--- config.mk ---
export PLATFORM = sky130hd
export DESIGN_NAME = lcdri_front
export DESIGN_NICKNAME = d
export VERILOG_FILES = /design/src/hw/rtl/lcdri_pkg.sv /design/src/hw/rtl/lcdri_front.sv
export SDC_FILE = /design/constraint.sdc
export NUM_CORES = 1
export LEC_CHECK = 0
export ABC_AREA = 1
export BUFFER_PORTS_ARGS = -buffer_cell sky130_fd_sc_hd__buf_2
export CELL_PAD_IN_SITES_DETAIL_PLACEMENT = 0
export CELL_PAD_IN_SITES_GLOBAL_PLACEMENT = 1
export CORE_MARGIN = 10
export CORE_UTILIZATION = 29
export DETAILED_ROUTE_END_ITERATION = 10
export PLACE_DENSITY_LB_ADDON = 0.05
export SLEW_MARGIN = 20
export SYNTH_ARGS = -nofsm -noshare
export SYNTH_HDL_FRONTEND = slang
export SYNTH_SLANG_ARGS = --single-unit
--- constraint.sdc ---
create_clock -name clk -period 1.3 [get_ports clk]
set_clock_uncertainty 0.1 [all_clocks]
set_input_delay 0.065 -clock clk [delete_from_list [all_inputs] [get_ports clk]]
set_output_delay 0.065 -clock clk [all_outputs]
set_load 0.01 [all_outputs]
--- src/hw/rtl/lcdri_pkg.sv ---
// Shared types and constants of the LCD controller register interface.
`timescale 1ns / 1ps
package lcdri_pkg;

  // Host bus operations carried by the opcode field.
  localparam logic [2:0] OP_TICK      = 3'd0;
  localparam logic [2:0] OP_CTRL_WR   = 3'd1;
  localparam logic [2:0] OP_DATA_WR   = 3'd2;
  localparam logic [2:0] OP_STATUS_RD = 3'd3;
  localparam logic [2:0] OP_DATA_RD   = 3'd4;

  // Instruction codes latched by a control write.
  localparam logic [7:0] INS_MODE     = 8'd0;
  localparam logic [7:0] INS_PITCH    = 8'd1;
  localparam logic [7:0] INS_CHARS    = 8'd2;
  localparam logic [7:0] INS_DIVS     = 8'd3;
  localparam logic [7:0] INS_CLINE    = 8'd4;
  localparam logic [7:0] INS_START_LO = 8'd8;
  localparam logic [7:0] INS_START_HI = 8'd9;
  localparam logic [7:0] INS_CUR_LO   = 8'd10;
  localparam logic [7:0] INS_CUR_HI   = 8'd11;
  localparam logic [7:0] INS_RAM_WR   = 8'd12;
  localparam logic [7:0] INS_BIT_CLR  = 8'd14;
  localparam logic [7:0] INS_BIT_SET  = 8'd15;

  // Execution times in ticks.
  localparam logic [5:0] BUSY_SHORT = 6'd4;
  localparam logic [5:0] BUSY_RAM   = 6'd6;
  localparam logic [5:0] BUSY_BIT   = 6'd36;

  localparam logic [3:0] HPITCH_RESET = 4'd6;

  localparam int QUEUE_DEPTH = 2;

  // What the back end has to do for one item.
  typedef enum logic [3:0] {
    K_NONE,
    K_TICK,
    K_STATUS,
    K_DATA_RD,
    K_MODE,
    K_PITCH,
    K_CHARS,
    K_DIVS,
    K_CLINE,
    K_START_LO,
    K_START_HI,
    K_CUR_LO,
    K_CUR_HI,
    K_RAM_WR,
    K_BIT_CLR,
    K_BIT_SET
  } cmd_kind_t;

  typedef struct packed {
    cmd_kind_t  kind;
    logic [7:0] data;
  } cmd_t;

  typedef struct packed {
    logic empty;
    logic full;
  } q_stat_t;

endpackage

--- src/hw/rtl/lcdri_front.sv ---
// Front end: latches the instruction code and classifies each accepted item.
`timescale 1ns / 1ps
module lcdri_front (
  input  logic              clk,
  input  logic              rst,
  input  logic              accept,
  input  logic [2:0]        opcode,
  input  logic [7:0]        bus_data,
  output logic              push,
  output lcdri_pkg::cmd_t   cmd
);
  import lcdri_pkg::*;

  logic [7:0] instruction_code;
  cmd_kind_t  wr_kind;

  always_ff @(posedge clk) begin
    if (rst) begin
      instruction_code <= INS_MODE;
    end else if (accept && opcode == OP_CTRL_WR) begin
      instruction_code <= bus_data;
    end
  end

  // A data write is resolved here against the code latched so far, so items
  // already queued keep the instruction that was current when they arrived.
  always_comb begin
    unique case (instruction_code)
      INS_MODE:     wr_kind = K_MODE;
      INS_PITCH:    wr_kind = K_PITCH;
      INS_CHARS:    wr_kind = K_CHARS;
      INS_DIVS:     wr_kind = K_DIVS;
      INS_CLINE:    wr_kind = K_CLINE;
      INS_START_LO: wr_kind = K_START_LO;
      INS_START_HI: wr_kind = K_START_HI;
      INS_CUR_LO:   wr_kind = K_CUR_LO;
      INS_CUR_HI:   wr_kind = K_CUR_HI;
      INS_RAM_WR:   wr_kind = K_RAM_WR;
      INS_BIT_CLR:  wr_kind = K_BIT_CLR;
      INS_BIT_SET:  wr_kind = K_BIT_SET;
      default:      wr_kind = K_NONE;
    endcase
  end

  always_comb begin
    cmd.data = bus_data;
    unique case (opcode)
      OP_TICK:      cmd.kind = K_TICK;
      OP_DATA_WR:   cmd.kind = wr_kind;
      OP_STATUS_RD: cmd.kind = K_STATUS;
      OP_DATA_RD:   cmd.kind = K_DATA_RD;
      default:      cmd.kind = K_NONE;
    endcase
  end

  assign push = accept;

endmodule

## Word level (Yosys, flattened, before mapping)

Memory sizes are Yosys's and may differ from the RTL's. A register that Yosys moved wholly into a read port is not among the register bits.
Index checks and enable logic that the tools add are counted.

| word-level totals | value |
|---|---|
| register bits | 8 |
| bits in read-only memories | 64 |
| input bits | 14 |
| output and inout port bits | 13 |
| logic and storage cells | 13 |
| memories kept | 1 |

| operators by class | value |
|---|---|
| equality and inequality tests | 4 |
| muxes and demuxes | 4 |
| reductions and logical operators | 3 |

Memories:

| name | depth | bits a word | read ports | clocked after Yosys merged registers in | write ports | RTL line | RTL |
|---|---|---|---|---|---|---|---|
| (name not given) | 16 | 4 | 1 | 1 | 0 | lcdri_front.sv:28 | `unique case (instruction_code)` |

Operator list:

| kind | number |
|---|---|
| $pmux W4 S4 | 1 |
| $mux W4 | 3 |
| $eq A3 B2 Y1 const B | 2 |
| $logic_not A4 Y1 | 1 |
| $eq A3 B1 Y1 const B | 1 |
| $eq A3 B3 Y1 const B | 1 |
| $logic_not A3 Y1 | 1 |
| $logic_and A1 B1 Y1 | 1 |

## Logic depth before layout (Yosys ltp)

Gate-level depths: netlist of the first run.

| depth | value |
|---|---|
| word-level depth | 4 |
| mapped depth | 12 |
| mapped depth without buffers | 12 |

## Least setup slack after synthesis of the first run

Ideal clock, no wire load.

| path | value |
|---|---|
| path kind | input -> register |
| start point | in opcode[0] |
| end point | reg with a tool-made name |
| setup time | 112 ps |
| arrival time | 1040 ps |
| data required time | 1088 ps |
| setup slack | 48 ps |
| cell stages on the path | 12 |
| path buffers | 0 |
| cells stage by stage | nand2_1 > clkinv_2 > nand2_4 > nand2_1 > nand2_1 > nand2_2 > ha_1 > inv_1 > nand2_1 > nand2_1 > nand2_1 > nand2_1 |

RTL lines:

| what | RTL line | RTL |
|---|---|---|
| from (decl) | lcdri_front.sv:7 | `input logic [2:0] opcode,` |

==> summary.md, run 1 <==
| Metric | Value |
|---|---|
| Mapped Cells | about 110 |
| Vert. Die Dim | around 71 um |
| Worst-path cell chain | nor2_4, nand3_4, o22ai_2, buf_2 |
| Crit share post-route | 97.1% |
| Total Routing Usage GR | around 8.3% |
| Fin Hold WS | 0.0958 ns |
| Final Hold Fails | 0 |
| Combined area of the multi-input logic cells | roughly 420 um^2 |
| WL/cell | 11.5 um |
| Critical path type | reg -> out |
| Leak Pwr | between 0.5 and 0.6 nW |
| Yosys Warn Count | 0 |
| CP Launch Point | instruction_code[4] |
| CP delay by family, top | flip-flops |
| DRT Wirelength | 1990 um |
| Worst reg2reg path startpoint | instruction_code[0] |
| First-pass GRT wire length | 3440 um |
| Antenna diodes | 0 |
| CTS tree | built |
| Pwr dens | 827 nW/um^2 |
| Comb pwr share | 22.2% |
| Crit path buf inv count | 1 |
| Routability cong. | 0.815 |
| Switching Fraction | 27.4% |
| Filler Cells Inserted | 265 |
| Non-filler instance count after layout | 174 |
| Row Count | 18 |
| Drc violations | 0 |
| CORE AREA | 2480 um^2 |
| Pin count of the biggest net entering global routing | 8 |
| Worst stage delay on the critical path | approximately 0.34 ns |
| Detailed Route Iter0 Violations | 32 |
| Mean post-synth cell area | 6.97 um^2 |
| Critical Path End Type | output pin |
| Antenna violations before repair | 0 |
| Post-route core utilization | between 40% and 50% |
| Worst Hold Class | in -> reg |
| Die area | slightly above 5000 um^2 |
| HPWL after DPL | 1620 um |
| Clock Latency Late Sink | ~0.27 ns |
| Clock H-tree levels | 1 |
| CTS Sinks | 12 |
| I/O Buffers | 26 |
| Unrepaired setup endpoints after global routing | true |
| Reg power frac | between 40% and 50% |
| WP data required | 1.13 ns |
| Antenna viol nets, final | 0 |
| Slew margin rel. | between 80% and 90% |
| Sw power | 242 uW |
| Worst-path clk slew | roughly 0.080 ns |
| Initial Utilization | 30.7% |
| DR vias/cell | about 4.3 |
| CP max FO | 3 |
| Reg2Reg Setup Slack | 0.08 ns |
| WHS Path Cells | 4 |
| Outcome | completed |
| Grt ovf | 0 |
| Layout area overhead | 40.9% |
| Total area of sequential cells | around 240 um^2 |
| Nets | 161 |
| Mapped Area | 759 um^2 |
| Critical path depth | 4 |
| Crit path DAT | 1.10 ns |
| Max-cap violations | 0 |
| Vias in the first global route | around 790 |
| Crit path capture | cmd[8] |
| # IOs | 27 |
| Internal power | roughly 640 uW |
| Slew Limit Fails | 0 |
| Die extent in x | 71.2 um |
| Detailed Routing Iterations Pass 1 | 4 |
| Setup-failing EPs final | 0 |
| Worst-Margin Slew | 0.231 ns |
| CTS root buffer | clkbuf_4 |
| Post-synthesis register bit count | 12 |
| Clock tree buffer depth | 2 |
| R2r worst-path depth | 10 |
| Final min period | 1.26 ns |
| Sequential area share after synthesis | 31.6% |
| Distinct cell type count after synthesis | 20 |
| CP Launch Type | register |
| Worst ir drop on vdd | 0.000542 V |
| Share of cells above drive strength 1 | 46.5% |
| Total CTS buffers | 3 |
| Vias | 743 |
| Power, Total | 885 uW |
| FMAX | 792 MHz |
| Placed Cells | 165 |
| Clock power frac | 33.7% |
| Post-Synthesis Net Count | 125 |
| Slowest library cell on the worst path | dfxtp_2 |
==> per-layer routing <==
metal	wire (um)	share of wire (%)	track usage, %	vias to the layer above
li1	-	-	-	396
met1	798	40	8.39	329
met2	1060	53	14.8	14
met3	110	5.5	3.63	4
met4	27	1.4	2.58	0
met5	0	0	0	-
==> worst min path at each step <==
stage           startpoint                  end
6_report               rst  instruction_code[0]
5_1_grt        bus_data[3]  instruction_code[3]
4_1_cts                rst  instruction_code[0]
3_5_place_dp   bus_data[5]               cmd[5]
3_3_place_gp   bus_data[7]               cmd[7]
2_1_floorplan    opcode[1]               cmd[8]
==> worst min-delay path: stages <==
cell     delay [ns]
buf_2          0.07
inv_1          0.09
nand2_1        0.15
nor2_1         0.05
==> repair_timing <==
item,4_1_cts,5_1_grt
hold buffers,4,0
hold endpoints to repair,4,0
gates resized for setup,7,9
setup endpoints to repair,4,6
buffers inserted,0,1
pin swaps,4,7
==> power groups by stage <==
stage	registers [mW]	clock network (mW)	logic, mW
after CTS	0.390	0.314	0.187
after floorplan	0.395	0	0.114
after global placement	0.396	0	0.173
after detailed placement	0.396	0	0.173
final	0.390	0.298	0.196
after global routing	0.392	0.334	0.222
==> cells by family after synthesis <==
family	synth area share (%)
flip-flops	31.6
AO/OA/AOI/OAI	4.78
adder cells (fa/ha/maj)	3.29
AND/OR/NAND/NOR	39.9
buffers and inverters	20.4
==> cell usage in the layout (no fill, tap or decap), types with 4 or more instances in the layout <==
cell           instances
buf_2                 26
buf_4                 11
dfxtp_1                9
dlygate4sd3_1          4
inv_1                 12
nand2_1               21
nand2_2                4
nand3_1               11
nor2_1                12
nor2_4                 4
o21ai_0                4
==> synthesized netlist by cell type <==
library cell	n	area share, %
nand4_1	1	0.82
inv_4	1	0.82
inv_2	3	1.5
nor2_4	2	3.0
o21ai_0	5	3.3
dfxtp_1	12	32
o22ai_1	1	0.82
nand3_4	2	4.6
ha_1	2	3.3
clkinv_2	1	0.66
nand2_1	22	11
nor2_1	16	7.9
nand3_1	12	7.9
buf_6	1	1.5
nand2_4	1	1.5
nand2_2	4	3.3
clkinv_4	1	1.2
a21oi_1	1	0.66
inv_1	12	5.9
buf_4	9	8.9
==> final cells by class <==
type / instances / area share (%)
Tap cell: 30 / 3.51
Multi-Input combinational cell: 69 / 39.5
Clock buffer: 4 / 3.39
Inverter: 18 / 7.13
Sequential cell: 12 / 22.8
Timing Repair Buffer: 41 / 23.6
==> stage by stage <==
stage / setup slack [ns] / TNS [ns] / cell area (um^2)
floorplan: 0.0477 / 0 / 759
global placement: -0.118 / -0.273 / 923
detailed placement: -0.125 / -0.273 / 923
CTS: -0.0167 / -0.0167 / 1020
global route: -0.0654 / -0.179 / 1070
finish: 0.0373 / 0 / 1070
(Power assumes the default switching activity.)
==> run 2, diff against run 1 <==
- BUFFER_PORTS_ARGS: -buffer_cell sky130_fd_sc_hd__buf_2 -> unset
- CORE_UTILIZATION: 29 -> 37
- DONT_BUFFER_PORTS: unset -> 1
==> summary.md, run 2 (synthesized netlist as in run 1, its figures left out) <==
| Metric | Value |
|---|---|
| Outcome | completed |
| WL met2 | 858 um (-19%) |
| Worst ir drop on vdd | 0.000601 V (+11%) |
| Slew Limit Fails | 0 (unchanged) |
| Die extent in x | 65.3 um (-8.2%) |
| R2r worst-path depth | 10 (unchanged) |
| Detailed Route Iter0 Violations | 26 (-19%) |
| Crit path buf inv count | 0 (-1) |
| Antenna violations before repair | 0 (unchanged) |
| Routability cong. | 0.768 (-5.8%) |
| Slew margin rel. | 75.4% (-9.2 points) |
| Final min period | 1.22 ns (-0.0471 ns) |
| Critical path depth | 3 (-1) |
| Post-CTS Setup Bufs | 0 (unchanged) |
| Initial Utilization | 38.7% (+8.1 points) |
| Slowest library cell on the worst path | dfxtp_1 |
| CORE AREA | 1960 um^2 (-21%) |
| Critical path type | reg -> out |
| Power, Total | 739 uW (-17%) |
| Worst Hold Class | in -> reg |
| Most common cell after layout, fill and taps aside | nand2_1 |
| CP Launch Point | instruction_code[4] |
| Vias in the first global route | 631 (-20%) |
| HPWL after DPL | 1340 um (-17%) |
| Clock tree buffer depth | 2 (unchanged) |
| Final Hold Fails | 0 (unchanged) |
| Nets | 131 (-19%) |
| Max-cap violations | 0 (unchanged) |
| DR top layer | met4 |
| Clock H-tree levels | 1 (unchanged) |
| Clock Latency Late Sink | 0.27 ns (about the same) |
| Vias | 655 (-12%) |
| Vert. Die Dim | 65.3 um (-8.2%) |
| Crit share post-route | 93.5% (-3.6 points) |
| Critical Path End Type | output pin |
| Die area | 4260 um^2 (-16%) |
| Met3 wire length | 144 um (+31%) |
| Unrepaired setup endpoints after global routing | false |
| # IOs | 27 (unchanged) |
| Antenna viol nets, final | 0 (unchanged) |
| FMAX | 823 MHz (+3.9%) |
| Sum Neg Setup Slack | 0 ns (unchanged) |
| Reg2Reg Setup Slack | 0.09 ns (about the same) |
| Total Routing Usage GR | 8.75% (+0.47 points) |
| CP Launch Type | register |
| Worst stage delay on the critical path | 0.33 ns (about the same) |
| Grt ovf | 0 (unchanged) |
| I/O Buffers | 0 (-100%) |
| Worst-Margin Slew | 0.366 ns (+0.135 ns) |
| First-pass GRT wire length | 2900 um (-16%) |
| DRT Wirelength | 1670 um (-16%) |
| Worst-path clk slew | 0.07 ns (about the same) |
| Detailed Routing Iterations Pass 1 | 4 (unchanged) |
| Total CTS buffers | 3 (unchanged) |
| DR vias/cell | 4.68 (+9.6%) |
| Row Count | 16 (-2) |
| DRT met1 WL | 654 um (-18%) |
| CP delay by family, top | simple AND/OR/NAND/NOR gates |
| Crit path DAT | 1.05 ns (-0.05 ns) |
| Drc violations | 0 (unchanged) |
| Crit path capture | cmd[11] |
| Worst reg2reg path startpoint | instruction_code[0] |
| CTS root buffer | clkbuf_4 |
| CTS tree | built |
| WL/cell | 12.0 um (+4.3%) |
| CP max FO | 3 (unchanged) |
| Worst-path cell chain | nor2_4, nand3_2, nor2_2 |
| WP data required | 1.13 ns (about the same) |
| CTS Sinks | 12 (unchanged) |
| Most frequent cells in the layout | nand2_1 (21), nor2_1 (12), inv_1 (11), nand3_1 (11), dfxtp_1 (11) |
| Leak Pwr | 0.420 nW (-25%) |
| Share of cells above drive strength 1 | 30.1% (-16 points) |
| Pin count of the biggest net entering global routing | 9 (+1) |
| Filler Cells Inserted | 238 (-10%) |
| Pwr dens | 837 nW/um^2 (+1.2%) |
| Setup-failing EPs final | 0 (unchanged) |
| Antenna diodes | 0 (unchanged) |
| Layout area overhead | 16.1% |
run 2: worst min-delay path by stage:
stage	to	slack [ns]	startpoint	cells past startpoint
after floorplan	cmd[8]	0.12	opcode[1]	1
after global placement	cmd[7]	0.03	bus_data[7]	0
after detailed placement	cmd[0]	0.03	bus_data[0]	0
after CTS	instruction_code[0]	0.0007	opcode[1]	5
after global routing	instruction_code[0]	0.01	opcode[1]	5
final	instruction_code[0]	0.009	opcode[1]	5
run 2: timing repair:
action	4_1_cts	5_1_grt
gates cloned	0	0
gates resized for setup	5	7
setup endpoints to repair	3	6
hold buffers	5	0
hold endpoints to repair	5	0
pin swaps	0	5
run 2: area by class of cell:
class | instances | area, um^2 | share of cell area [%]
Clock buffer | 3 | 22.5 | 2.55
Tap cell | 27 | 33.8 | 3.83
Inverter | 18 | 76.3 | 8.65
Multi-Input combinational cell | 69 | 413 | 46.8
Timing Repair Buffer | 11 | 95.1 | 10.8
Sequential cell | 12 | 241 | 27.4
run 2: metal layers:
layer | vias to the layer above | track usage (%)
met4 | 0 | 3.21
met1 | 298 | 9.04
met5 | - | 0
met2 | 16 | 15.1
met3 | 2 | 4.07
li1 | 339 | -
run 2: worst register-to-register path, cell delays in order, from the launching register on:
cell and delay [ns]:
dfxtp_2 0.32, inv_2 0.04, nand2_2 0.05, inv_2 0.07, nor2_4 0.04, ha_4 0.26, inv_1 0.03, nand2_1 0.05
nand2_1 0.05, nand2_1 0.05, nand2_1 0.04
run 2: metrics by stage:
stage          util (%)  hold WS [ns]  std cells  worst slack, ns  cell area (um^2)
3_3_place_gp       38.7        0.0301        132           0.0217               759
5_1_grt            45.0        0.0129        140          0.00303               882
3_5_place_dp       38.7        0.0301        132           0.0267               759
4_1_cts            43.4      0.000691        140           0.0339               851
6_report           45.0       0.00872        140           0.0844               882
2_1_floorplan         -         0.120        109           0.0477               759
run 2: where the power goes:
group          internal, mW  switching (mW)
Clock                 0.107           0.111
Sequential            0.383         0.00635
Combinational        0.0563          0.0747
