==> config.mk <==
export PLATFORM = sky130hd
export DESIGN_NAME = lcdri_queue
export DESIGN_NICKNAME = d
export VERILOG_FILES = /design/src/hw/rtl/lcdri_pkg.sv /design/src/hw/rtl/lcdri_queue.sv
export SDC_FILE = /design/constraint.sdc
export NUM_CORES = 1
export LEC_CHECK = 0
export BUFFER_PORTS_ARGS = -buffer_cell sky130_fd_sc_hd__buf_2
export CORE_MARGIN = 2
export CORE_UTILIZATION = 30
export CTS_BUF_LIST = sky130_fd_sc_hd__clkbuf_4 sky130_fd_sc_hd__clkbuf_8
export DETAILED_ROUTE_END_ITERATION = 16
export GPL_ROUTABILITY_DRIVEN = 0
export PLACE_DENSITY = 0.51
export SYNTH_ARGS = -nofsm -noshare
export SYNTH_HDL_FRONTEND = slang
export SYNTH_SLANG_ARGS = --single-unit
==> constraint.sdc <==
create_clock -name clk -period 1.4 [get_ports clk]
set_clock_uncertainty 0.1 [all_clocks]
set_input_delay 0.28 -clock clk [delete_from_list [all_inputs] [get_ports clk]]
set_output_delay 0.28 -clock clk [all_outputs]
set_load 0.02 [all_outputs]
==> src/hw/rtl/lcdri_pkg.sv <==
// Shared types and constants of the LCD controller register interface.
`timescale 1ns / 1ps
package lcdri_pkg;

  // Host bus operations carried by the opcode field.
  localparam logic [2:0] OP_TICK      = 3'd0;
  localparam logic [2:0] OP_CTRL_WR   = 3'd1;
  localparam logic [2:0] OP_DATA_WR   = 3'd2;
  localparam logic [2:0] OP_STATUS_RD = 3'd3;
  localparam logic [2:0] OP_DATA_RD   = 3'd4;

  // Instruction codes latched by a control write.
  localparam logic [7:0] INS_MODE     = 8'd0;
  localparam logic [7:0] INS_PITCH    = 8'd1;
  localparam logic [7:0] INS_CHARS    = 8'd2;
  localparam logic [7:0] INS_DIVS     = 8'd3;
  localparam logic [7:0] INS_CLINE    = 8'd4;
  localparam logic [7:0] INS_START_LO = 8'd8;
  localparam logic [7:0] INS_START_HI = 8'd9;
  localparam logic [7:0] INS_CUR_LO   = 8'd10;
  localparam logic [7:0] INS_CUR_HI   = 8'd11;
  localparam logic [7:0] INS_RAM_WR   = 8'd12;
  localparam logic [7:0] INS_BIT_CLR  = 8'd14;
  localparam logic [7:0] INS_BIT_SET  = 8'd15;

  // Execution times in ticks.
  localparam logic [5:0] BUSY_SHORT = 6'd4;
  localparam logic [5:0] BUSY_RAM   = 6'd6;
  localparam logic [5:0] BUSY_BIT   = 6'd36;

  localparam logic [3:0] HPITCH_RESET = 4'd6;

  localparam int QUEUE_DEPTH = 2;

  // What the back end has to do for one item.
  typedef enum logic [3:0] {
    K_NONE,
    K_TICK,
    K_STATUS,
    K_DATA_RD,
    K_MODE,
    K_PITCH,
    K_CHARS,
    K_DIVS,
    K_CLINE,
    K_START_LO,
    K_START_HI,
    K_CUR_LO,
    K_CUR_HI,
    K_RAM_WR,
    K_BIT_CLR,
    K_BIT_SET
  } cmd_kind_t;

  typedef struct packed {
    cmd_kind_t  kind;
    logic [7:0] data;
  } cmd_t;

  typedef struct packed {
    logic empty;
    logic full;
  } q_stat_t;

endpackage

==> src/hw/rtl/lcdri_queue.sv <==
// Two-entry queue of classified items between the front and back ends.
`timescale 1ns / 1ps
module lcdri_queue (
  input  logic                clk,
  input  logic                rst,
  input  logic                push,
  input  lcdri_pkg::cmd_t     push_cmd,
  input  logic                pop,
  output lcdri_pkg::cmd_t     head_cmd,
  output lcdri_pkg::q_stat_t  stat
);
  import lcdri_pkg::*;

  localparam int PTR_BITS = (QUEUE_DEPTH > 1) ? $clog2(QUEUE_DEPTH) : 1;
  localparam int CNT_BITS = $clog2(QUEUE_DEPTH + 1);

  cmd_t                entries [QUEUE_DEPTH];
  logic [PTR_BITS-1:0] wr_ptr;
  logic [PTR_BITS-1:0] rd_ptr;
  logic [CNT_BITS-1:0] count;
  logic                do_push;
  logic                do_pop;

  assign stat.empty = (count == '0);
  assign stat.full  = (count == CNT_BITS'(QUEUE_DEPTH));
  assign do_push    = push && !stat.full;
  assign do_pop     = pop && !stat.empty;
  assign head_cmd   = entries[rd_ptr];

  always_ff @(posedge clk) begin
    if (do_push) begin
      entries[wr_ptr] <= push_cmd;
    end
  end

  always_ff @(posedge clk) begin
    if (rst) begin
      wr_ptr <= '0;
      rd_ptr <= '0;
      count  <= '0;
    end else begin
      if (do_push) begin
        wr_ptr <= (wr_ptr == PTR_BITS'(QUEUE_DEPTH - 1)) ? '0 : wr_ptr + 1'b1;
      end
      if (do_pop) begin
        rd_ptr <= (rd_ptr == PTR_BITS'(QUEUE_DEPTH - 1)) ? '0 : rd_ptr + 1'b1;
      end
      if (do_push && !do_pop) begin
        count <= count + 1'b1;
      end else if (do_pop && !do_push) begin
        count <= count - 1'b1;
      end
    end
  end

`ifndef SYNTHESIS
  a_no_push_full: assert property (@(posedge clk) disable iff (rst)
    !(push && stat.full)) else $error("item pushed into a full queue");
  a_no_pop_empty: assert property (@(posedge clk) disable iff (rst)
    !(pop && stat.empty)) else $error("item popped from an empty queue");
  a_count_range: assert property (@(posedge clk) disable iff (rst)
    count <= CNT_BITS'(QUEUE_DEPTH)) else $error("queue count out of range");
`endif

endmodule

== Yosys cells after proc, flatten, opt, wreduce, memory -nomap -nowiden ==
Memories as Yosys holds them, arrays and structs flattened. A register that Yosys moved wholly into a read port is not among the register bits.
Cells that the tools add are included.

* Bits in registers: 4
* Bits in writable memories: 24
* Logic and storage cells: 27
* Memories kept: 1
* Input port bits: 16

* Mux-type cells: 8
* Reductions and logical operators: 10
* Add/sub/neg operators: 4
* Equality and inequality tests: 1

{| class="wikitable"
|+ Memories
! name !! words !! width !! rd ports !! clocked after Yosys merged registers in !! write ports !! RTL line !! RTL
|-
| entries || 2 || 12 || 1 || 1 || 1 || lcdri_queue.sv:17 || <nowiki>cmd_t entries [QUEUE_DEPTH];</nowiki>
|}

{| class="wikitable"
|+ Operators by type and width
! kind !! count
|-
| $mux 1 || 6
|-
| $logic_and 1x1->1 || 4
|-
| $logic_not 1->1 || 4
|-
| $mux 2 || 2
|-
| $add 1x1->1 const B || 2
|-
| $add 2x1->2 const B || 1
|-
| $eq 2x2->1 const B || 1
|-
| $logic_not 2->1 || 1
|-
| $reduce_bool 2->1 || 1
|-
| $sub 2x1->2 const B || 1
|}

== Depth between registers and ports, before layout ==
Gate-level depths: netlist (run 1).

* Word-level depth: 7
* Gate-level depth with buffers: 6

== Least setup slack after synthesis (run 1) ==
OpenSTA, ideal clock, no wires.

* Path type: reg-to-reg
* From: register count[1]
* To: register count[1]
* Setup slack: -0.283 ns
* Setup time: 0.070 ns
* Arrival: 1.514 ns
* Buffers on the path: 0
* Required time: 1.230 ns
* Stages on the path, launching flop included: 6
* Cells stage by stage: dfxtp_1 nor2b_2 nor2_1 ha_1 or3_1 a21oi_1

{| class="wikitable"
|+ RTL lines
! item !! RTL line !! RTL
|-
| start: declaration || lcdri_queue.sv:20 || <nowiki>logic [CNT_BITS-1:0] count;</nowiki>
|-
| start signal: assignment || lcdri_queue.sv:49 || <nowiki>count <= count + 1'b1;</nowiki>
|-
| start signal: assignment || lcdri_queue.sv:51 || <nowiki>count <= count - 1'b1;</nowiki>
|}

==> reports/summary.txt, run 1 <==
total die area = 4090 um2
Max Slew Vio Count = 0
R2R depth = 6
Synth Area in Simple Gates = 4.29%
unrepaired setup endpoints after global routing = yes
Tcrit/Tclk final = 116%
Synth Flop Type = edfxtp_1
Die Ht = 64.0 um
First-pass DRT Iterations = 4
post-synth top area cell = edfxtp_1
Area contributors post-synth = edfxtp_1 (67%), mux2_2 (13%), dfxtp_1 (9.3%)
largest net degree at the start of global routing = 13
initial cell density of the core = 31.8%
P&R area growth vs syn = 52.1%
CP Max Fanout = 7
Least-Margin Pin Slew = 0.177 ns
Syn Nets = 79
Synth async-reset ratio = 0%
GRT overflow = 0
R2R Setup Slk = -0.13 ns
Seq/Total Area, Yosys = 76.1%
final setup fails = 26
top-count cell post-synth = edfxtp_1
YS warnings = 0
die width = 64.0 um
critical path required time = 1.02 ns
crit end category = primary output
buffers added on ports = 29
worst reg2reg startpoint = count[1]
CTS buffer count = 5
Final Hold Fails = 0
Netlist Area Pre-Place = 1080 um2
layout cells sized above 1 = 63.3%
initial antenna violation count = 0
register bit total from synthesis = 29
final core occ = 48.4%
I/O pins = 30
adder-cell share of the synthesized area = 1.16%
Critical path destination = head_cmd[6]
DP HPWL = 1380 um
vias in the first global route = 746
Routed Antenna Nets = 0
number of fill cells = 309
CTS tree = built
first-pass GRT wire length = 3350 um
GRT Total Usage = 11.3%
area share of the largest cell type after synthesis = 66.8%
Final Instance Area = 1640 um2
mux share of post-synthesis cell area = 12.5%
ant diodes = 0
Root Buffer = clkbuf_4
Final nets = 125
Clk pin slew, worst setup/hold paths = 0.09 ns
placed inst area = 1370 um2
DRC Markers = 0
core area = 3390 um2
Post-Synth XOR/XNOR Area = 2.44%
via count = 670
WL/cell = 12.9 um
status = finished with violations
drt via density = 4.32
EDFF count, synth = 24
Syn Area/Cell = 17.4 um2
Slew headroom = 88.1%
Arrival @ worst endpoint = 1.25 ns
Tmin final = 1.63 ns
Post-synth top cells = edfxtp_1 (24), mux2_2 (12), dfxtp_1 (5), nor2_1 (5)
Initial DRC Count = 15
Leak = 0.661 nW
CTS Sinks = 29
max cap viols = 0
largest family of logic cells by synthesized area = multiplexers
VDD IR-drop max = 0.964 mV
Distinct cells, synth = 13
reg2reg end = count[1]
Post-Syn Instances = 62
failing checks = negative setup slack
routed wire length = 2010 um
Clock Path Buffers = 2
worst-skew pair later-pin latency = 0.31 ns
Power Density = 1870 nW/um2
Worst Hold Class = input port to flip-flop
Rows = 21
H-tree depth = 2
Worst Setup Start Kind = flip-flop
dpl ws = -0.134 ns
Synth Area in Compound Gates = 2.32%
Achievable Freq = 0.614 GHz
Crit Path Category = flip-flop to primary output
worst setup margin = -0.228 ns
[worst max-delay path, stage by stage, from the launching register on]
cell	delay, ns
dfxtp_2	0.36
buf_8	0.14
mux2_4	0.31
buf_6	0.13
[area by class of cell]
type	instances	area, um2	area share (%)
repair buffers	40	362	22.0
multi-input cells	30	334	20.4
clock inverters	3	12.5	0.763
flip-flops and latches	29	827	50.4
inverters	2	10.0	0.610
clock buffers	5	37.5	2.29
well taps	46	57.6	3.51
[metrics by stage]
| stage | power, W | hold slack (ns) | setup TNS [ns] | cells |
|---|---|---|---|---|
| after detailed placement | 0.00217 | 0.375 | -0.240 | 146 |
| after floorplan | 0.00175 | 0.242 | -0.144 | 62 |
| final | 0.00307 | 0.0521 | -4.31 | 155 |
| after CTS | 0.00302 | 0.0322 | -3.27 | 154 |
| after global placement | 0.00214 | 0.370 | -0.191 | 146 |
| after global routing | 0.00324 | 0.0300 | -5.64 | 155 |
[state kept, by name (all words and copies together) (netlist names), named ones only]
name and cells:
entries 24, count 2, wr_ptr 1, rd_ptr 1
[timing repair]
| item | in CTS | in global routing |
|---|---|---|
| hold buffers | 0 | 0 |
| pin swaps | 2 | 4 |
| buffers inserted | 0 | 1 |
| gates resized for setup | 55 | 7 |
| setup endpoints to repair | 39 | 40 |
[how the worst min path moves through the flow]
stage	start	to	slack, ns	depth (start not counted)
final	push_cmd[3]	entries[0][3]	0.05	1
after global routing	push_cmd[5]	entries[0][5]	0.03	1
after CTS	push_cmd[0]	entries[1][0]	0.03	1
after detailed placement	push_cmd[11]	entries[1][11]	0.37	1
after global placement	push_cmd[10]	entries[0][10]	0.37	1
after floorplan	rst	count[1]	0.24	1
[power breakdown]
part | leakage [nW] | switching [W] | total (W) | internal (W)
registers | 0.267 | 0.0000763 | 0.00118 | 0.00111
logic | 0.365 | 0.000611 | 0.00144 | 0.000826
clock network | 0.0300 | 0.000265 | 0.000446 | 0.000181
[cell usage in the layout (no fill, tap or decap), types with 2 or more instances in the layout]
cell and count:
o21ai_0 2, a21oi_1 2, edfxtp_1 24, clkbuf_4 5, clkinv_1 2, nor2_1 3
dfxtp_1 2, nor2_4 2, xor2_1 3, buf_2 15, mux2_4 12, buf_4 2
buf_6 21, dfxtp_2 2
[per-layer routing]
metal  GRT usage [%]  wire length, um  vias up  share of wire [%]
met1            13.0              850      325                 42
met5               0                0        -                  0
met3            4.23              116        4                5.8
li1                -                -      320                  -
met4            7.34               40        0                2.0
met2            17.4              998       21                 50
[cell families (layout without fill, tap and decap cells)]
family                   Yosys count  count (layout)
multiplexers                      12              12
buffers and inverters              3              50
adder cells (fa/ha/maj)            1               1
flip-flops                        29              29
AO/OA/AOI/OAI                      5               5
XOR/XNOR                           3               3
AND/OR/NAND/NOR                    9               9
(Power assumes the default switching activity.)
==> run 2, diff against run 1 <==
- CORE_UTILIZATION: 30 -> 47
- PLACE_DENSITY: 0.51 -> 0.74
==> run 2 against run 1 <==
Effect of this change: the run still ends with negative setup slack left; fmax down 0.33%; global-route usage up 5.6 points; first-iteration DRC count up 40%; combinational power down 4%; via count up 0.15%; critical path type unchanged; critical endpoint is now head_cmd[7]; largest cell class unchanged.
==> reports/summary.txt, run 2 (same netlist as run 1, synthesis figures left out) <==
status = finished with violations (unchanged)
failing checks = negative setup slack (unchanged)
Achievable Freq = 0.612 GHz (was 0.614 GHz)
Die Ht = 51.9 um (was 64.0 um)
Largest register FFs = 24 (unchanged)
largest net degree at the start of global routing = 13 (unchanged)
die width = 51.9 um (was 64.0 um)
Rows = 17 (was 21)
most frequent cells in the layout = edfxtp_1 (24), buf_6 (20), buf_2 (15), mux2_4 (12), clkbuf_4 (7) (was edfxtp_1 (24), buf_6 (21), buf_2 (15), mux2_4 (12), clkbuf_4 (5))
worst setup margin = -0.233 ns (was -0.228 ns)
Initial DRC Count = 21 (was 15)
met3 usage = 8.91% (was 4.23%)
Arrival @ worst endpoint = 1.25 ns (about the same)
vias in the first global route = 650 (was 746)
first-pass GRT wire length = 2950 um (was 3350 um)
Min-Delay Path Depth = 1 (unchanged)
P&R area growth vs syn = 47.3% (was 52.1%)
Worst Setup Start Kind = flip-flop (unchanged)
Crit Path Category = flip-flop to primary output (unchanged)
largest registers = entries x24, count x2 (unchanged)
commonest non-fill, non-tap cell in the layout = edfxtp_1 (unchanged)
CTS tree = built (unchanged)
CTS buffer count = 5 (unchanged)
layout cells sized above 1 = 63.9% (was 63.3%)
final setup fails = 25 (was 26)
Leak = 0.656 nW (was 0.661 nW)
H-tree depth = 2 (unchanged)
initial antenna violation count = 0 (unchanged)
worst-skew pair later-pin latency = 0.31 ns (about the same)
GRT Total Usage = 16.9% (was 11.3%)
Least-Margin Pin Slew = 0.240 ns (was 0.177 ns)
critical path required time = 1.02 ns (about the same)
Clock Path Buffers = 2 (unchanged)
R2R depth = 6 (unchanged)
WL/cell = 14.4 um (was 12.9 um)
Post-CTS Hold Buffers = 0 (unchanged)
crit end category = primary output (unchanged)
routed wire length = 1960 um (was 2010 um)
worst hold slack = 0.0511 ns (was 0.0521 ns)
Max Slew Vio Count = 0 (unchanged)
I/O pins = 30 (unchanged)
initial cell density of the core = 49.2% (was 31.8%)
CTS Sinks = 29 (unchanged)
Final nets = 124 (was 125)
worst reg2reg startpoint = count[1] (unchanged)
CP Max Fanout = 6 (was 7)
hold_sp = push_cmd[0] (was push_cmd[3])
DRC Markers = 0 (unchanged)
met2 GRT Util = 29.7% (was 17.4%)
total die area = 2690 um2 (was 4090 um2)
GR peak layer = met2 (unchanged)
unrepaired setup endpoints after global routing = yes (unchanged)
core area = 2190 um2 (was 3390 um2)
VDD IR-drop max = 1.47 mV (was 0.964 mV)
ant diodes = 0 (unchanged)
overall power = 0.00309 W (was 0.00307 W)
buffers added on ports = 29 (unchanged)
Worst Hold Path EP = entries[0][0] (was entries[0][3])
largest register by flop count = entries (unchanged)
Root Buffer = clkbuf_4 (unchanged)
R2R Setup Slk = -0.17 ns (was -0.13 ns)
Power Density = 1950 nW/um2 (was 1870 nW/um2)
Slew headroom = 83.9% (was 88.1%)
Final Hold Fails = 0 (unchanged)
via count = 671 (was 670)
DP HPWL = 1220 um (was 1380 um)
First-pass DRT Iterations = 4 (unchanged)
Tmin final = 1.63 ns (about the same)
Worst Hold Class = input port to flip-flop (unchanged)
GRT met1 Usage = 15.3% (was 13.0%)
reg2reg end = count[1] (unchanged)
drt via density = 4.93 (was 4.32)
GRT overflow = 0 (unchanged)
Tcrit/Tclk final = 117% (was 116%)
max cap viols = 0 (unchanged)
Routed Antenna Nets = 0 (unchanged)
Clk pin slew, worst setup/hold paths = 0.08 ns (was 0.09 ns)
-- run 2: layer usage --
| metal | vias up | routed length, um | share of wire (%) |
|---|---|---|---|
| met5 | - | 0 | 0 |
| met4 | 0 | 29 | 1.5 |
| met3 | 4 | 130 | 6.6 |
| met2 | 26 | 1090 | 56 |
| met1 | 320 | 704 | 36 |
| li1 | 321 | - | - |
-- run 2: how the worst max path moves through the flow --
stage / slack, ns / from / depth (start not counted) / end
6_report: -0.23 / flip-flop / 3 / head_cmd[7]
4_1_cts: -0.24 / flip-flop / 3 / head_cmd[11]
2_1_floorplan: -0.14 / count[1] / 5 / count[1]
3_3_place_gp: -0.09 / count[0] / 4 / count[1]
5_1_grt: -0.29 / flip-flop / 3 / head_cmd[7]
3_5_place_dp: -0.13 / count[1] / 6 / count[1]
-- run 2: stage by stage --
stage               std cells  area, um2  worst slack (ns)  util, %  setup TNS (ns)
floorplan                  62       1090            -0.144        -          -0.144
global placement          124       1310           -0.0876     59.7          -0.276
detailed placement        124       1310            -0.128     59.7          -0.901
CTS                       134       1540            -0.240     70.5           -2.98
global route              136       1590            -0.289     72.5           -4.37
finish                    136       1590            -0.233     72.5           -3.31
-- run 2: power breakdown --
group	switching (W)	internal (W)
sequential	0.0000726	0.00111
clock	0.000252	0.000286
combinational	0.000614	0.000761
-- run 2: area by class of cell --
class	instances	area [um2]
Fill cell	157	602
Sequential cell	29	827
Timing Repair inverter	1	8.76
Multi-Input combinational cell	30	317
Timing Repair Buffer	38	323
Tap cell	28	35.0
Inverter	2	12.5
Clock buffer	8	66.3
-- run 2: critical path, cell delays in order, from the launching register on --
cell	delay, ns
dfxtp_2	0.35
buf_6	0.14
mux2_4	0.32
buf_6	0.13
-- run 2: timing repair --
item,in CTS,in global routing
resized for setup,48,11
pin swaps,1,2
buffers inserted,2,2
setup endpoints to repair,40,40
cloned,0,1
==> run 3, diff against run 2 <==
- CORE_UTILIZATION: 47 -> 56
- PLACE_DENSITY: 0.74 -> 0.83
- SKIP_CTS_REPAIR_TIMING: not set -> 1
- clock period: 1.4 -> 1.9 ns (I/O delays scaled with it)
==> run 3 against run 2 <==
Effect of this change: register-to-register slack gained 0.37 ns; die area decreased by 15%; power fell by 43%; largest cell class unchanged; combinational power down 57%; sequential power down 28%; worst hold slack improved by 0.10 ns; core utilization increased by 2.4 points; via count down 8.6%; worst setup slack better by 0.32 ns; cell count fell by 7.4%; sequential share of layout area rose by 10 points; routed wire length down 19%; the flow now finishes without violations.
==> reports/summary.txt, run 3 (same netlist as run 1, synthesis figures left out) <==
status = complete, no violations (was finished with violations)
Largest register FFs = 24 (unchanged)
Root Buffer = clkbuf_4 (unchanged)
worst-skew pair later-pin latency = 0.30 ns (was 0.31 ns)
WL/cell = 12.7 um (was 14.4 um)
initial antenna violation count = 0 (unchanged)
die width = 47.9 um (was 51.9 um)
switch share = 32.4% (was 30.3%)
Worst Hold Class = input port to flip-flop (unchanged)
unrepaired setup endpoints after global routing = no (was yes)
Rows = 15 (was 17)
vias in the first global route = 572 (was 650)
routed wire length = 1600 um (was 1960 um)
Die Ht = 47.9 um (was 51.9 um)
hold_sp = push_cmd[9] (was push_cmd[0])
via count = 613 (was 671)
total die area = 2290 um2 (was 2690 um2)
CTS buffer count = 5 (unchanged)
Min-Delay Path Depth = 1 (unchanged)
ant diodes = 0 (unchanged)
final setup fails = 0 (was 25)
most frequent cells in the layout = buf_2 (29), edfxtp_1 (24), mux2_2 (12) (was edfxtp_1 (24), buf_6 (20), buf_2 (15), mux2_4 (12), clkbuf_4 (7))
share of power burned in registers = 48.1% (was 38.2%)
worst setup margin = 0.0884 ns (was -0.233 ns)
max incr delay on CP = 0.35 ns (about the same)
CTS Sinks = 29 (unchanged)
drt via density = 4.87 (was 4.93)
CP Max Fanout = 12 (was 6)
reg2reg end = count[1] (unchanged)
buffers added on ports = 29 (unchanged)
Tmin final = 1.81 ns
Final Hold Fails = 0 (unchanged)
crit path max-delay cell type = mux2_2 (was dfxtp_2)
proportion of power drawn by combinational gates = 33.9% (was 44.5%)
core area = 1760 um2 (was 2190 um2)
Final nets = 117 (was 124)
layout cells sized above 1 = 50.5% (was 63.9%)
Clk pwr share = 18.0% (was 17.4%)
Routed Antenna Nets = 0 (unchanged)
DP HPWL = 1100 um (was 1220 um)
Power Density = 1330 nW/um2 (was 1950 nW/um2)
max cap viols = 0 (unchanged)
dpl ws = 0.212 ns (was -0.128 ns)
largest register by flop count = entries (unchanged)
critical path required time = 1.42 ns (was 1.02 ns)
Clk pin slew, worst setup/hold paths = 0.08 ns (about the same)
DRC Markers = 0 (unchanged)
internal power = 0.00119 W (was 0.00216 W)
first-pass GRT wire length = 2320 um (was 2950 um)
Psw = 0.000571 W (was 0.000938 W)
Worst Setup Start Kind = flip-flop (unchanged)
Max Slew Vio Count = 0 (unchanged)
R2R depth = 5 (was 6)
Worst Hold Path EP = entries[0][9] (was entries[0][0])
commonest non-fill, non-tap cell in the layout = buf_2 (was edfxtp_1)
GRT Total Usage = 15.9% (was 16.9%)
largest net degree at the start of global routing = 13 (unchanged)
Leak = 0.529 nW (was 0.656 nW)
P&R area growth vs syn = 22.6% (was 47.3%)
Crit Path Category = flip-flop to primary output (unchanged)
Slew headroom = 80.9% (was 83.9%)
GRT overflow = 0 (unchanged)
initial cell density of the core = 61.1% (was 49.2%)
crit end category = primary output (unchanged)
Tcrit/Tclk final = 95.3%
VDD IR-drop max = 0.804 mV (was 1.47 mV)
worst reg2reg startpoint = count[1] (unchanged)
Least-Margin Pin Slew = 0.283 ns (was 0.240 ns)
CTS tree = built (unchanged)
Clock Path Buffers = 2 (unchanged)
setup TNS = 0 ns (was -3.31 ns)
First-pass DRT Iterations = 3 (was 4)
I/O pins = 30 (unchanged)
largest registers = entries x24, count x2 (unchanged)
H-tree depth = 2 (unchanged)
worst path cell trace = buf_4 > mux2_2 > buf_2 (was buf_6 > mux2_4 > buf_6)
Arrival @ worst endpoint = 1.33 ns (was 1.25 ns)
R2R Setup Slk = 0.20 ns (was -0.17 ns)
Achievable Freq = 0.552 GHz
Initial DRC Count = 4 (was 21)
run 3: cell types whose count changed in the layout (fill, tap and decap cells not counted), moves of 2 or more:
cell      change
dfxtp_1       +3
buf_6        -20
buf_2        +14
nor2_1        +2
clkinv_1      +2
mux2_2       +12
dfxtp_2       -2
mux2_4       -12
clkbuf_4      -2
run 3: per-layer routing:
metal / GRT usage (%) / vias up / share of wire (%)
met3: 7.17 / 0 / 7.1
met2: 26.7 / 22 / 53
met5: 0 / - / 0
li1: - / 305 / -
met1: 15.6 / 286 / 40
met4: 10.8 / 0 / 0
run 3: worst max path at each step:
stage / start / endpoint / slack (ns)
6_report: flip-flop / head_cmd[1] / 0.09
5_1_grt: flip-flop / head_cmd[2] / 0.02
4_1_cts: flip-flop / head_cmd[1] / 0.06
3_5_place_dp: count[1] / count[1] / 0.21
3_3_place_gp: count[1] / count[1] / 0.33
2_1_floorplan: count[1] / count[1] / 0.22
run 3: worst max-delay path: cells and delay by family (launching register included):
kind     cells  cell delay, ns
flops        1            0.31
buf+inv      2            0.36
mux          1            0.35
run 3: cell type report:
cell class | count | area (um2)
multi-input cells | 30 | 245
repair buffers | 32 | 168
inverters | 2 | 7.51
well taps | 25 | 31.3
flip-flops and latches | 29 | 821
clock buffers | 5 | 37.5
clock inverters | 3 | 12.5
fillers | 137 | 442
run 3: power groups by stage:
stage	clock, W	sequential (W)	combinational (W)
finish	0.000316	0.000848	0.000598
global route	0.000352	0.000861	0.000649
CTS	0.000332	0.000849	0.000607
detailed placement	0	0.000863	0.000602
global placement	0	0.000857	0.000585
floorplan	0	0.000857	0.000417
run 3: through the flow:
stage	cells	hold WS (ns)	area (um2)	total power, W	util, %
global placement	118	0.369	1270	0.00144	72.1
CTS	126	0.137	1320	0.00179	75.0
finish	126	0.156	1320	0.00176	75.0
floorplan	62	0.349	1080	0.00127	-
detailed placement	118	0.378	1270	0.00146	72.1
global route	126	0.132	1320	0.00186	75.0
